[src/hw/rtl/fcpp_pkg.sv]
// Shared types and constants for the framed command packet parser.
`timescale 1ns / 1ps
`default_nettype none

package fcpp_pkg;

  // Width of the configuration register index
  localparam int unsigned CfgIdxW = 2;
  // Width of the configuration write data
  localparam int unsigned CfgDataW = 16;

  // Configuration register indexes
  typedef enum logic [CfgIdxW-1:0] {
    CfgMaxBodyLen   = 2'd0,
    CfgIdleTimeout  = 2'd1
  } cfg_idx_e;

  // Item kinds on the request channel
  typedef enum logic [1:0] {
    CmdByte     = 2'd0,
    CmdTick     = 2'd1,
    CmdLinkLost = 2'd2
  } cmd_e;

  // Parser phases, one-hot
  typedef enum logic [3:0] {
    PhWaitFf   = 4'b0001,
    PhWait55   = 4'b0010,
    PhWaitLen  = 4'b0100,
    PhBody     = 4'b1000
  } phase_e;

  // Framing bytes and body positions
  localparam logic [7:0] PreambleA     = 8'hFF;
  localparam logic [7:0] PreambleB     = 8'h55;
  localparam logic [7:0] TriggerByte   = 8'hC8;
  localparam logic [7:0] PosAction     = 8'd6;
  localparam logic [7:0] PosDevice     = 8'd7;
  localparam logic [7:0] PosMovement   = 8'd9;
  localparam logic [7:0] ActionRun     = 8'd1;
  localparam logic [7:0] ActionStandby = 8'd3;

  // Register reset values
  localparam logic [7:0]  MaxBodyLenRst  = 8'd64;
  localparam logic [15:0] IdleTimeoutRst = 16'd3000;

  // One incoming request
  typedef struct packed {
    logic [1:0] command;
    logic [7:0] data_byte;
  } fcpp_in_t;

  // One result
  typedef struct packed {
    logic [7:0] action;
    logic [7:0] device;
    logic [7:0] movement;
    logic       synthesized;
  } fcpp_out_t;

  // Handover from the input stage to the core
  typedef struct packed {
    logic     valid;
    fcpp_in_t item;
  } fcpp_item_t;

  // Handover from the core to the result stage
  typedef struct packed {
    logic      load;
    fcpp_out_t result;
  } fcpp_res_t;

endpackage

`default_nettype wire

[src/hw/rtl/fcpp_in_stage.sv]
// Input register stage: holds one accepted request until the core consumes it.
`timescale 1ns / 1ps
`default_nettype none

module fcpp_in_stage (
  input  wire logic                clk_i,
  input  wire logic                rst_ni,
  input  wire logic                in_valid_i,
  output logic                     in_stall_o,
  input  wire fcpp_pkg::fcpp_in_t  in_data_i,
  input  wire logic                advance_i,
  output fcpp_pkg::fcpp_item_t     item_o
);
  import fcpp_pkg::*;

  logic     valid_d, valid_q;
  fcpp_in_t item_q;
  logic     accept;

  // The stage stalls only when its held request cannot move on this cycle.
  assign in_stall_o = valid_q & ~advance_i;
  assign accept     = in_valid_i & ~in_stall_o;

  always_comb begin
    valid_d = valid_q;
    if (accept) begin
      valid_d = 1'b1;
    end else if (advance_i) begin
      valid_d = 1'b0;
    end
  end

  // Control state.
  always_ff @(posedge clk_i or negedge rst_ni) begin
    if (!rst_ni) begin
      valid_q <= 1'b0;
    end else begin
      valid_q <= valid_d;
    end
  end

  // Payload register, loaded on acceptance.
  always_ff @(posedge clk_i) begin
    if (accept) begin
      item_q <= in_data_i;
    end
  end

  assign item_o.valid = valid_q;
  assign item_o.item  = item_q;

endmodule

`default_nettype wire

[src/hw/rtl/fcpp_core.sv]
// Parser state, trigger and idle timer, configuration registers and result logic.
`timescale 1ns / 1ps
`default_nettype none

module fcpp_core (
  input  wire logic                          clk_i,
  input  wire logic                          rst_ni,
  input  wire logic                          cfg_valid_i,
  input  wire logic [fcpp_pkg::CfgIdxW-1:0]  cfg_index_i,
  input  wire logic [fcpp_pkg::CfgDataW-1:0] cfg_wdata_i,
  input  wire fcpp_pkg::fcpp_item_t          item_i,
  input  wire logic                          out_free_i,
  output logic                               advance_o,
  output fcpp_pkg::fcpp_res_t                res_o
);
  import fcpp_pkg::*;

  phase_e      phase_d, phase_q;
  logic [7:0]  len_d, len_q;
  logic [7:0]  pos_d, pos_q;
  logic [7:0]  act_d, act_q;
  logic [7:0]  dev_d, dev_q;
  logic [7:0]  mov_d, mov_q;
  logic        armed_d, armed_q;
  logic [15:0] idle_d, idle_q;
  logic [7:0]  max_len_q;
  logic [15:0] timeout_q;
  logic        emit;
  fcpp_out_t   result;
  logic [7:0]  b;
  logic [7:0]  res_act;

  assign b = item_i.item.data_byte;

  // Next state and result for the request held in the input stage.
  always_comb begin
    phase_d = phase_q;
    len_d   = len_q;
    pos_d   = pos_q;
    act_d   = act_q;
    dev_d   = dev_q;
    mov_d   = mov_q;
    armed_d = armed_q;
    idle_d  = idle_q;
    emit    = 1'b0;
    res_act = '0;
    result  = '0;
    unique case (item_i.item.command)
      CmdByte: begin
        idle_d  = '0;
        armed_d = (b == TriggerByte);
        unique case (phase_q)
          PhWaitFf: begin
            if (b == PreambleA) begin
              phase_d = PhWait55;
            end
          end
          PhWait55: begin
            if (b == PreambleB) begin
              phase_d = PhWaitLen;
            end else if (b != PreambleA) begin
              phase_d = PhWaitFf;
            end
          end
          PhWaitLen: begin
            pos_d = '0;
            if (b == '0 || b > max_len_q) begin
              phase_d = PhWaitFf;
              len_d   = '0;
            end else begin
              phase_d = PhBody;
              len_d   = b;
            end
          end
          PhBody: begin
            if (pos_q == PosAction) begin
              act_d = b;
            end
            if (pos_q == PosDevice) begin
              dev_d = b;
            end
            if (pos_q == PosMovement) begin
              mov_d = b;
            end
            pos_d = pos_q + 8'd1;
            // The last body byte closes the packet and yields a result.
            if (pos_d >= len_q) begin
              phase_d            = PhWaitFf;
              emit               = 1'b1;
              res_act            = (pos_d > PosAction) ? act_d : '0;
              result.action      = res_act;
              result.device      = (pos_d > PosDevice) ? dev_d : '0;
              result.movement    = (res_act == ActionRun && pos_d > PosMovement) ?
                                   mov_d : '0;
              result.synthesized = 1'b0;
            end
          end
          default: begin
            phase_d = PhWaitFf;
          end
        endcase
      end
      CmdTick: begin
        if (armed_q && idle_q >= timeout_q) begin
          emit = 1'b1;
        end else if (idle_q != '1) begin
          idle_d = idle_q + 16'd1;
        end
      end
      CmdLinkLost: begin
        emit = 1'b1;
      end
      default: begin
      end
    endcase
    // Synthesized standby resets the parser, trigger and idle timer.
    if (emit && item_i.item.command != CmdByte) begin
      phase_d            = PhWaitFf;
      len_d              = '0;
      pos_d              = '0;
      armed_d            = 1'b0;
      idle_d             = '0;
      result.action      = ActionStandby;
      result.device      = '0;
      result.movement    = '0;
      result.synthesized = 1'b1;
    end
  end

  // A request moves on unless its result finds the result stage occupied.
  assign advance_o    = item_i.valid & (~emit | out_free_i);
  assign res_o.load   = advance_o & emit;
  assign res_o.result = result;

  // Parser and timer state.
  always_ff @(posedge clk_i or negedge rst_ni) begin
    if (!rst_ni) begin
      phase_q <= PhWaitFf;
      len_q   <= '0;
      pos_q   <= '0;
      act_q   <= '0;
      dev_q   <= '0;
      mov_q   <= '0;
      armed_q <= 1'b0;
      idle_q  <= '0;
    end else if (advance_o) begin
      phase_q <= phase_d;
      len_q   <= len_d;
      pos_q   <= pos_d;
      act_q   <= act_d;
      dev_q   <= dev_d;
      mov_q   <= mov_d;
      armed_q <= armed_d;
      idle_q  <= idle_d;
    end
  end

  // Configuration registers; indexes outside the list are ignored.
  always_ff @(posedge clk_i or negedge rst_ni) begin
    if (!rst_ni) begin
      max_len_q <= MaxBodyLenRst;
      timeout_q <= IdleTimeoutRst;
    end else if (cfg_valid_i) begin
      if (cfg_index_i == CfgMaxBodyLen) begin
        max_len_q <= cfg_wdata_i[7:0];
      end
      if (cfg_index_i == CfgIdleTimeout) begin
        timeout_q <= cfg_wdata_i[15:0];
      end
    end
  end

endmodule

`default_nettype wire

[src/hw/rtl/fcpp_out_stage.sv]
// Result register: holds one result until the downstream side takes it.
`timescale 1ns / 1ps
`default_nettype none

module fcpp_out_stage (
  input  wire logic                 clk_i,
  input  wire logic                 rst_ni,
  input  wire fcpp_pkg::fcpp_res_t  res_i,
  output logic                      out_free_o,
  output logic                      out_valid_o,
  input  wire logic                 out_stall_i,
  output fcpp_pkg::fcpp_out_t       out_data_o
);
  import fcpp_pkg::*;

  logic      valid_d, valid_q;
  fcpp_out_t data_q;

  // The register can take a new result when empty or being emptied now.
  assign out_free_o = ~valid_q | ~out_stall_i;

  always_comb begin
    valid_d = valid_q;
    if (res_i.load) begin
      valid_d = 1'b1;
    end else if (valid_q && !out_stall_i) begin
      valid_d = 1'b0;
    end
  end

  // Control state.
  always_ff @(posedge clk_i or negedge rst_ni) begin
    if (!rst_ni) begin
      valid_q <= 1'b0;
    end else begin
      valid_q <= valid_d;
    end
  end

  // Result payload.
  always_ff @(posedge clk_i) begin
    if (res_i.load) begin
      data_q <= res_i.result;
    end
  end

  assign out_valid_o = valid_q;
  assign out_data_o  = data_q;

endmodule

`default_nettype wire

[src/hw/rtl/framed_command_packet_parser.sv]
// Top level of the framed command packet parser.
`timescale 1ns / 1ps
`default_nettype none

// Takes one request per clock unless stalled: a stream byte, a one-millisecond tick or a
// link-lost event. Every request is held in an input register, processed
// combinationally against the parser state, and any result is written to a
// result register, so a result passes through the input register and the
// result register before it is presented and can be taken at the following edge;
// the sustained rate is one request per cycle while the output is not stalled. The input side
// stalls only while the result register is full and stalled and the held
// request would produce a result; that stall follows out_stall_i in the same
// cycle. Packets start with FF 55 (repeated FF bytes allowed), then a length
// byte (zero or above max_body_len drops the packet) and the body; body bytes
// 6, 7 and 9 give action, device and movement. A C8 byte arms the standby
// trigger; an armed trigger after idle_timeout_ticks quiet ticks, or a link
// loss, yields a synthesized standby (action 3) and resets the parser.
// Configuration writes are always ready and take effect on the next cycle;
// they should be made while no request is in flight.
module framed_command_packet_parser (
  input  wire logic                          clk_i,
  input  wire logic                          rst_ni,
  input  wire logic                          in_valid_i,
  output logic                               in_stall_o,
  input  wire fcpp_pkg::fcpp_in_t            in_data_i,
  output logic                               out_valid_o,
  input  wire logic                          out_stall_i,
  output fcpp_pkg::fcpp_out_t                out_data_o,
  input  wire logic                          cfg_valid_i,
  output logic                               cfg_ready_o,
  input  wire logic [fcpp_pkg::CfgIdxW-1:0]  cfg_index_i,
  input  wire logic [fcpp_pkg::CfgDataW-1:0] cfg_wdata_i
);
  import fcpp_pkg::*;

  fcpp_item_t item;
  fcpp_res_t  res;
  logic       advance;
  logic       out_free;

  assign cfg_ready_o = 1'b1;

  // Input register.
  fcpp_in_stage u_in_stage (
    .clk_i      (clk_i),
    .rst_ni     (rst_ni),
    .in_valid_i (in_valid_i),
    .in_stall_o (in_stall_o),
    .in_data_i  (in_data_i),
    .advance_i  (advance),
    .item_o     (item)
  );

  // Parser and timer.
  fcpp_core u_core (
    .clk_i       (clk_i),
    .rst_ni      (rst_ni),
    .cfg_valid_i (cfg_valid_i),
    .cfg_index_i (cfg_index_i),
    .cfg_wdata_i (cfg_wdata_i),
    .item_i      (item),
    .out_free_i  (out_free),
    .advance_o   (advance),
    .res_o       (res)
  );

  // Result register.
  fcpp_out_stage u_out_stage (
    .clk_i       (clk_i),
    .rst_ni      (rst_ni),
    .res_i       (res),
    .out_free_o  (out_free),
    .out_valid_o (out_valid_o),
    .out_stall_i (out_stall_i),
    .out_data_o  (out_data_o)
  );

endmodule

`default_nettype wire

[config.mk]
export PLATFORM = sky130hd
export DESIGN_NAME = framed_command_packet_parser
export DESIGN_NICKNAME = d
export VERILOG_FILES = /design/src/hw/rtl/fcpp_pkg.sv /design/src/hw/rtl/fcpp_in_stage.sv /design/src/hw/rtl/fcpp_core.sv /design/src/hw/rtl/fcpp_out_stage.sv /design/src/hw/rtl/framed_command_packet_parser.sv
export SDC_FILE = /design/constraint.sdc
export NUM_CORES = 1
export LEC_CHECK = 0
export ABC_CLOCK_PERIOD_IN_PS = 12800
export BUFFER_PORTS_ARGS = -buffer_cell sky130_fd_sc_hd__buf_4
export CAP_MARGIN = 15
export CORE_MARGIN = 1.5
export CORE_UTILIZATION = 50
export DETAILED_ROUTE_END_ITERATION = 6
export PLACE_DENSITY_LB_ADDON = 0.3
export REMOVE_ABC_BUFFERS = 1
export SLEW_MARGIN = 10
export SYNTH_ARGS = -nofsm -noshare
export SYNTH_HDL_FRONTEND = slang
export SYNTH_SLANG_ARGS = --single-unit
export TNS_END_PERCENT = 10
[constraint.sdc]
create_clock -name clk_i -period 12.8 [get_ports clk_i]
set_input_delay 0.64 -clock clk_i [delete_from_list [all_inputs] [get_ports clk_i]]
set_output_delay 0.64 -clock clk_i [all_outputs]
set_load 0.05 [all_outputs]
# After elaboration in Yosys (flattened, before gate mapping)
# Cells that the tools add are included.
totals:
  ff_bits: 122
  input_bits: 33
  output_inout_bits: 28
  elab_cells: 131
classes:
  add_sub_neg: 2
  n_lt_le_gt_ge: 6
  eq_ne: 21
  n_mux: 40
  bitwise: 16
  reduce_logical: 27
ops:
  columns: ["op", "count"]
  rows:
  - ["$mux 8", 14]
  - ["$mux 19", 3]
  - ["$mux 16", 3]
  - ["$pmux 16 s2", 1]
  - ["$mux 4", 7]
  - ["$add 16x1->16 const B", 1]
  - ["$eq 8x3->1 const B", 2]
  - ["$eq 8x8->1 const B", 2]
  - ["$ge 16x16->1", 1]
  - ["$gt 8x3->1 const B", 2]
  - ["$ne 16x16->1 const B", 1]
  - ["$pmux 4 s4", 1]
  - ["$pmux 8 s2", 1]
  - ["$not 1->1", 10]
  - ["$reduce_bool 2->1", 5]
  - ["$reduce_or 5->1", 2]
  - ["$mux 1", 9]
  - ["$ne 3x1->1 const B", 3]
  - ["$reduce_and 3->1", 3]
  - ["$add 8x1->8 const B", 1]
  - ["$eq 8x1->1 const B", 1]
  - ["$eq 8x4->1 const B", 1]
  - ["$eq 8x7->1 const B", 1]
  - ["$ge 8x8->1", 1]
  - ["other kinds (24)", 36]

# Depth between registers and ports, before layout
# Gate-level depths: netlist (run 1).
logic_depth:
  word_depth: 13
  ltp_mapped: 14
  depth_no_buf: 11

# Hierarchy
# From an unflattened synthesis (run 1), not the netlist that was laid out.
unflattened:
  hier_cells: 609
  hier_area_um2: 6518.8
by_module_without_submodules:
  columns: ["mod", "instances", "cells_per_inst", "area_per_inst_um2", "seq_area_each_um2"]
  rows:
  - ["fcpp_core", 1, 563, 5355.1, 2138.3]
  - ["fcpp_out_stage", 1, 28, 787.0, 775.7]
  - ["fcpp_in_stage", 1, 16, 365.4, 325.3]
  - ["framed_command_packet_parser", 1, 2, 11.3, 0.0]

# Least setup slack after synthesis (run 1)
# OpenSTA, ideal clock, no wires.
synth_path:
  path_kind: "reg2reg"
  start: "register u_core.pos_q[0]"
  end: "register u_out_stage.data_q (netlist bit u_out_stage.out_data_o[0]) (enable)"
  setup_ps: 407
  t_arrival_ps: 3608
  t_required_ps: 12393
  slack_ps: 8786
  stages_incl_launch_ff: 14
  path_buffers: 2
  period_less_slack_ps: 4014
  cell_sequence: "dfrtp_1 ha_1 buf_2 xnor2_1 inv_1 ha_1 a21o_1 a31oi_1 o21ai_0 o211a_4 a21o_1 clkbuf_1 nand2_1 nor2_1"
synth_via:
  elab_chain_cells: 9
synth_lines:
  columns: ["item", "line", "rtl"]
  rows:
  - ["start, declared", "fcpp_core.sv:20", "logic [7:0] pos_d, pos_q;"]
  - ["start signal, assigned", "fcpp_core.sv:149", "pos_q <= pos_d;"]
  - ["$add 8x1->8 (*)", "fcpp_core.sv:85", "pos_d = pos_q + 8'd1;"]
  - ["$ge 8x8->1 (*)", "fcpp_core.sv:87", "if (pos_d >= len_q) begin"]
  - ["$mux 1 (*)", "fcpp_core.sv:87", null]
  - ["$mux 1 (*)", "fcpp_core.sv:52", "unique case (phase_q)"]
  - ["$pmux 1 s3 (*)", "fcpp_core.sv:48", "unique case (item_i.item.command)"]
  - ["$not 1->1", "fcpp_core.sv:131", "assign advance_o = item_i.valid & (~emit | out_free_i);"]
  - ["$or 1x1->1", "fcpp_core.sv:131", null]
  - ["$and 1x1->1", "fcpp_core.sv:131", null]
  - ["$and 1x1->1 (*)", "fcpp_core.sv:132", "assign res_o.load = advance_o & emit;"]
  - ["end signal, assigned", "fcpp_out_stage.sv:43", "data_q <= res_i.result;"]
  - ["end, declared", "fcpp_out_stage.sv:17", "fcpp_out_t data_q;"]
# Mark *: on every way between the ends. The rest lies on a longest branch, timed or not.
# A chain may end at the register's enable or synchronous reset.

# Final worst setup path (run 1)
layout_path:
  start: "register u_core.pos_q[0]"
  end: "output port in_stall_o"
layout_via:
  elab_chain_cells: 10
layout_lines:
  columns: ["item", "line", "rtl"]
  rows:
  - ["$add 8x1->8", "fcpp_core.sv:85", null]
  - ["$ge 8x8->1", "fcpp_core.sv:87", null]
  - ["$mux 1", "fcpp_core.sv:87", null]
  - ["$mux 1", "fcpp_core.sv:52", null]
  - ["$pmux 1 s3", "fcpp_core.sv:48", null]
  - ["$not 1->1", "fcpp_core.sv:131", null]
  - ["$or 1x1->1", "fcpp_core.sv:131", null]
  - ["$and 1x1->1", "fcpp_core.sv:131", null]
  - ["$not 1->1", "fcpp_in_stage.sv:21", "assign in_stall_o = valid_q & ~advance_i;"]
  - ["$and 1x1->1", "fcpp_in_stage.sv:21", null]
  - ["end, declared", "framed_command_packet_parser.sv:24", "output logic in_stall_o,"]
# No other way between the ends.

==> results of run 1 <==
## power by group
part / internal, mW / leakage (nW) / switching (mW)
registers: 0.435 / 1.47 / 0.0258
clock network: 0.351 / 0.315 / 0.179
logic: 0.0643 / 1.78 / 0.0867
total: 0.850 / 3.57 / 0.291
## cells in the mapped netlist (4+ instances only)
cell       count  area share, %
a21o_1         4           0.44
and3_1        10           0.92
nand4_1       15            1.4
and2_1         6           0.55
nor3_1        12           0.88
a21oi_1       21            1.5
ha_1          38            7.0
or3_1          6           0.55
nor4_1         5           0.46
a211oi_1      10            1.1
edfxtp_1      35             15
o211ai_1       4           0.44
clkbuf_1      20            1.1
o21ai_0       21            1.5
dfstp_2        9            3.5
nand2b_1      18            1.7
nand2_1       69            3.8
nor2_1        23            1.3
mux2i_1       33            4.9
a31oi_1        5           0.46
nor2_2         8           0.74
inv_1         50            2.8
a22o_1         8            1.0
mux2_2        29            4.8
xnor2_1        5           0.64
a2111oi_0      4           0.51
mux2_4        16            3.5
dfrtp_1       78             29
nand3_1       20            1.5
## logic make-up after synthesis
family                   Yosys count  synth area share [%]
AND/OR/NAND/NOR                  211                  16.2
flip-flops                       122                  47.6
AO/OA/AOI/OAI                    102                  10.6
buffers and inverters             79                  4.74
multiplexers                      78                  13.2
adder cells (fa/ha/maj)           38                  6.99
XOR/XNOR                           5                 0.643
other                              1                0.0551
## stage by stage
stage | hold slack [ns] | instance area, um^2 | total power, mW | utilization, %
after CTS | 0.125 | 8040 | 1.15 | 60.7
after global placement | 0.491 | 7380 | 0.605 | 55.7
final | 0.128 | 8040 | 1.14 | 60.7
after floorplan | 0.344 | 6670 | 0.563 | -
after global routing | 0.156 | 8040 | 1.19 | 60.7
after detailed placement | 0.493 | 7380 | 0.614 | 55.7
## per-layer routing
layer	share of wire, %	global-route usage [%]
met5	0	0
met4	1.5	7.66
met3	5.7	5.18
met2	48	36.5
met1	45	30.2
## flip-flops by register name, summed over array words and instances (netlist names)
| name | flops |
|---|---|
| u_core.len_q | 8 |
| u_core.phase_q | 4 |
| u_in_stage.item_o | 10 |
| u_core.act_q | 8 |
| u_out_stage.out_data_o | 25 |
| u_in_stage.valid_q | 1 |
| u_core.idle_q | 16 |
| u_core.mov_q | 8 |
| u_core.dev_q | 8 |
| u_core.armed_q | 1 |
| u_core.pos_q | 8 |
| u_out_stage.out_valid_o | 1 |
| u_core.timeout_q | 16 |
| u_core.max_len_q | 8 |
## worst register-to-register path: stages (launching register included)
cell and delay [ns]:
dfrtp_1 0.51, ha_1 0.36, and3_1 0.28, xnor2_1 0.15, ha_1 0.27, a21o_1 0.18, a21oi_1 0.17, o21ai_0 0.14
o211a_4 0.31, o22a_2 0.49, or3_1 0.66, mux2_4 0.38
## final timing paths
path / to / slack [ns] / depth (start not counted)
worst min-delay path: u_core.len_q[1]$_DFFE_PN0P_ / 0.13 / 1
min in group clk_i: u_in_stage.item_o[4]$_DFFE_PP_ / 0.40 / 1
worst min register to register: u_core.timeout_q[6]$_DFFE_PN0P_ / 0.50 / 1
max in group asynchronous: u_core.idle_q[14]$_DFFE_PN0P_ / 11.58 / 2
worst max register to register: u_core.dev_q[4]$_DFFE_PN0P_ / 8.80 / 11
worst max-delay path: in_stall_o / 8.55 / 12
## cell type report
| class | count | area, um^2 |
|---|---|---|
| clock buffer | 18 | 439 |
| clock inverter | 14 | 218 |
| fill | 1091 | 5200 |
| inverter | 50 | 188 |
| multi-input combinational | 435 | 3260 |
| sequential | 122 | 3240 |
| tap | 176 | 220 |
| timing repair buffer | 64 | 480 |
==> impl_metrics.yaml, run 1 <==
run_status:
  status: "complete, no violations"
yosys:
  synth.avg_cell_area_um2: 10.7
  synth_ff_type: "dfrtp_1"
  yosysSeqAreaShare_pct: 47.6
  synthArstFlopShare_pct: 71.3
  synth-seq-cells: 122
  synth_warnings: 0
  ys_types: 64
  synth.cell_area_um2: 6810
  synthCells: 636
  synth-edff-count: 35
critical_path:
  cp_top_family: "compound AO/OA/AOI/OAI gates"
  critPathLaunch: "u_core.pos_q[0]$_DFFE_PN0P_"
  crit_path_start_kind: "flip-flop"
  required_ns: 12.16
  worst-path-max-fanout: 17
  crit_chain: "ha_1, and3_1, xnor2_1, ha_1, a21o_1, a21oi_1, o21ai_0, o211a_4, a21o_1, nand3_1, inv_1, buf_4"
  slowest_delay_ns: 0.51
  crit_slowest_cell: "dfrtp_1"
  cp-end-kind: "output port"
  path_class: "flip-flop to output port"
  crit_arrival_ns: 3.61
  r2r_start: "u_core.pos_q[0]$_DFFE_PN0P_"
  cp_num_buf_inv: 2
sta:
  setup-violations-final: 0
  drv_slew: 0
  tns_ns: 0
  fin_crit_ns: 4.25
  finalHoldViolCount: 0
  relSlewSlack_pct: 46.9
  clock.fmax_mhz: 235
  skew_ns: 0.0122
  worstMarginPinSlew_ns: 0.790
  post-route-period-util_pct: 33.2
  rsz0062_at_grt: "no"
  setup_ws_ns: 8.55
floorplan:
  die_area_um2: 14300
  fp.dieH_um: 120
  initial_core_util_pct: 51.4
  io_pins: 61
  num_rows: 42
  core_um2: 13200
  dieWidth_um: 120
clock_network:
  htreeDepth: 4
  cts_buffer_depth: 2
  post_cts_resized: 0
  holdBufCountCts: 0
  cts_root_buf: "clkbuf_16"
  clkLatencyLatePin_ns: 0.42
  clk_pin_slew_ns: 0.06
  cts_buffers: 17
  cts.sinks: 122
  cts_tree: "yes"
  post_cts_buffers: 0
grt:
  antenna_found_initial: 0
  grt_usage_pct: 22.6
  grt_max_degree: 62
  grt_pass1_wl_um: 25300
  grt.overflow.total: 0
  grt_pass1_vias: 4993
detailed_routing:
  ant_nets: 0
  first_pass_iters: 5
  wl_um: 15200
  num_vias: 5035
  drt_iter0_drc: 444
  route.detailed.drc: 0
  via_per_inst: 5.73
  wire_per_inst_um: 17.3
flow_run:
  cap_violations: 0
layout:
  drive_gt1_share_pct: 24.6
  fin_nets: 761
  final_common_cell: "dfrtp_1"
  areaGrowthSynthToFinish_pct: 18.2
  layout_common_cells: "dfrtp_1, nand2_1, buf_4"
  instances_no_fill: 879
  num_antenna_cells: 0
power_and_ir_drop:
  leakagePower_nw: 3.57
  irDropWorstVdd_mv: 0.105
  power.density_nw_per_um2: 142
hold_path:
  hold_path.class: "input pin to asynchronous set/reset pin"
placed_design:
  dp_hpwl_um: 10800
  place_congestion: 0.877
  place_inst: 847
  io_buffers: 59
  place_ws_ns: 8.82
Note: power is estimated with default switching activity, not from simulation.
==> inputs of run 2 (changes only) <==
--- a/config.mk
+++ b/config.mk
@@ -5,7 +5,8 @@
 export SDC_FILE = /design/constraint.sdc
 export NUM_CORES = 1
 export LEC_CHECK = 0
-export ABC_CLOCK_PERIOD_IN_PS = 12800
+export ABC_AREA = 1
+export ABC_CLOCK_PERIOD_IN_PS = 3500
 export BUFFER_PORTS_ARGS = -buffer_cell sky130_fd_sc_hd__buf_4
 export CAP_MARGIN = 15
 export CORE_MARGIN = 1.5
==> constraint.sdc (replaced) <==
create_clock -name clk_i -period 3.5 [get_ports clk_i]
set_input_delay 0.175 -clock clk_i [delete_from_list [all_inputs] [get_ports clk_i]]
set_output_delay 0.175 -clock clk_i [all_outputs]
set_load 0.05 [all_outputs]
==> run 2 against run 1 <==
Hold slack worse by 0.12 ns; critical path depth up 4; synthesized cell count up 38%; final area up 3.5%; largest cell class is now sequential cells.
==> impl_metrics.yaml, run 2 <==
sta:
  finalHoldViolCount: 0
  drv_slew: 0
  fin_crit_ns: 3.24
  clock.fmax_mhz: 309
  worstMarginPinSlew_ns: 0.941
  tns_ns: 0
  setup_ws_ns: 0.262
  rsz0062_at_grt: "no"
  relSlewSlack_pct: 37.3
  skew_ns: 0.00741
  setup-violations-final: 0
  post-route-period-util_pct: 92.5
floorplan:
  io_pins: 61
  dieWidth_um: 121
  core_um2: 13400
  die_area_um2: 14600
  initial_core_util_pct: 51.9
  fp.dieH_um: 121
  num_rows: 42
detailed_routing:
  wire_per_inst_um: 12.9
  first_pass_iters: 5
  drt_iter0_drc: 398
  wl_um: 14800
  ant_nets: 0
  via_per_inst: 5.04
  num_vias: 5776
  route.detailed.drc: 0
placed_design:
  dp_hpwl_um: 10300
  placed_cell_area_um2: 7520
  place_ws_ns: 0.255
  io_buffers: 59
  place_congestion: 0.877
yosys:
  synth-edff-count: 35
  yosysSeqAreaShare_pct: 46.5
  synthCells: 877
  synth.avg_cell_area_um2: 7.94
  yosysMostFrequentCell: "nand2_1"
  ys_top_cells_by_count: "nand2_1, inv_1, nor2_1"
  synthTopCellsByArea: "dfrtp_1, edfxtp_1, nand2_1, ha_1, inv_1"
  synth-seq-cells: 122
  synth.cell_area_um2: 6960
  synth_top_cell_area_share_pct: 28.0
  synthArstFlopShare_pct: 71.3
  ys_types: 42
  yosysTopAreaCell: "dfrtp_1"
  synth_warnings: 0
  synth_ff_type: "dfrtp_1"
grt:
  grt_pass1_vias: 5418
  grt.overflow.total: 0
  grt_pass1_wl_um: 25100
  grt_usage_pct: 22.0
  antenna_found_initial: 0
  grt_max_degree: 73
clock_network:
  cts_buffers: 17
  cts.sinks: 122
  htreeDepth: 4
  clk_pin_slew_ns: 0.05
  clkLatencyLatePin_ns: 0.42
  cts_tree: "yes"
  cts_root_buf: "clkbuf_16"
  post_cts_resized: 0
  cts_buffer_depth: 2
critical_path:
  crit_path_start_kind: "flip-flop"
  worstReg2RegEnd: "u_out_stage.out_data_o[1]$_SDFFCE_PP0P_"
  critPathLaunch: "u_core.pos_q[0]$_DFFE_PN0P_"
  regToRegSetupSlack_ns: 0.26
  cp-end-kind: "flip-flop"
  r2r_start: "u_core.pos_q[0]$_DFFE_PN0P_"
  worst-path-max-fanout: 25
  rr_worst_depth: 16
  required_ns: 3.59
  crit_arrival_ns: 3.33
  path_class: "flip-flop to flip-flop"
layout:
  areaGrowthSynthToFinish_pct: 19.5
  fin_area_um2: 8320
  num_antenna_cells: 0
  layout_common_cells: "nand2_1, inv_1, nor2_1"
  largest_reg_flops: 25
  drive_gt1_share_pct: 13.9
  fin_nets: 1028
  fillers: 1209
  final_common_cell: "nand2_1"
hold_path:
  min-delay-start: "cfg_wdata_i[4]"
  hold_path.class: "input pin to flip-flop"
  hold_path_depth: 3
  worstHoldEndpoint: "u_core.timeout_q[4]$_DFFE_PN1P_"
flow_run:
  cap_violations: 0
power_and_ir_drop:
  leakagePower_nw: 4.29
  p_total_mw: 3.96
  power.density_nw_per_um2: 476
  irDropWorstVdd_mv: 0.426
run_status:
  status: "complete, no violations"
## run 2: per-layer routing
metal / wire length (um) / GRT usage (%) / up-vias
met5: 0 / 0 / -
met4: 365 / 9.26 / 0
met3: 707 / 5.22 / 27
met2: 7100 / 35.9 / 144
met1: 6670 / 28.3 / 2665
li1: - / - / 2940
## run 2: repair_timing
action,4_1_cts,5_1_grt
hold endpoints to repair,82,0
hold buffers,16,0
setup buffers,0,0
## run 2: logic make-up (layout without fill, tap and decap cells)
| kind of cell | Yosys count | in the layout | share of synthesized area, % |
|---|---|---|---|
| adders and majority gates | 38 | 38 | 6.83 |
| other | 1 | 1 | 0.0539 |
| and+or+nand+nor | 473 | 473 | 29.7 |
| DFF | 122 | 122 | 46.5 |
| buffers and inverters | 147 | 240 | 8.92 |
| xor gates and xnor gates | 14 | 14 | 1.76 |
| AOI/OAI and AO/OA | 82 | 82 | 6.15 |
## run 2: worst max path at each step
stage                                                    end  slack [ns]  depth (start not counted)
floorplan            u_out_stage.out_data_o[0]$_SDFFCE_PN1P_        0.31                         18
global placement     u_out_stage.out_data_o[9]$_SDFFCE_PP0P_        0.36                         16
detailed placement   u_out_stage.out_data_o[9]$_SDFFCE_PP0P_        0.26                         16
CTS                 u_out_stage.out_data_o[13]$_SDFFCE_PP0P_        0.24                         16
global route         u_out_stage.out_data_o[9]$_SDFFCE_PP0P_        0.02                         18
finish               u_out_stage.out_data_o[1]$_SDFFCE_PP0P_        0.26                         16
## run 2: area by class of cell
cell class                 instances  area [um^2]  share of cell area, %
sequential                       122         3240                   38.9
multi-input combinational        608         3100                   37.3
timing repair buffer              81          668                   8.03
inverter                         127          484                   5.82
clock buffer                      18          429                   5.16
tap                              176          220                   2.65
clock inverter                    14          179                   2.15
## run 2: metrics by stage
stage / hold WS [ns] / cells / util, %
after detailed placement: 0.354 / 1097 / 56.1
after floorplan: -0.121 / 857 / -
after global placement: 0.354 / 1097 / 56.1
after global routing: 0.0143 / 1146 / 62.1
final: 0.00914 / 1146 / 62.1
after CTS: 0.00200 / 1145 / 61.9
## run 2: worst max-delay path, stage by stage, from the launching register on
cell     delay [ns]
dfrtp_1        0.51
nand3_1        0.21
nor3_2         0.20
nand2_1        0.09
xor2_1         0.25
inv_1          0.07
ha_1           0.29
a21oi_1        0.18
nand2_2        0.09
nand2_4        0.10
nand2_4        0.06
nand2_4        0.10
nand2_8        0.14
inv_6          0.16
nand2_1        0.08
inv_1          0.06
buf_4          0.30
## run 2: power by group
group	switching [mW]	leakage, nW	internal (mW)
Sequential	0.0540	1.47	1.58
Combinational	0.334	2.54	0.190
Clock	0.627	0.289	1.18
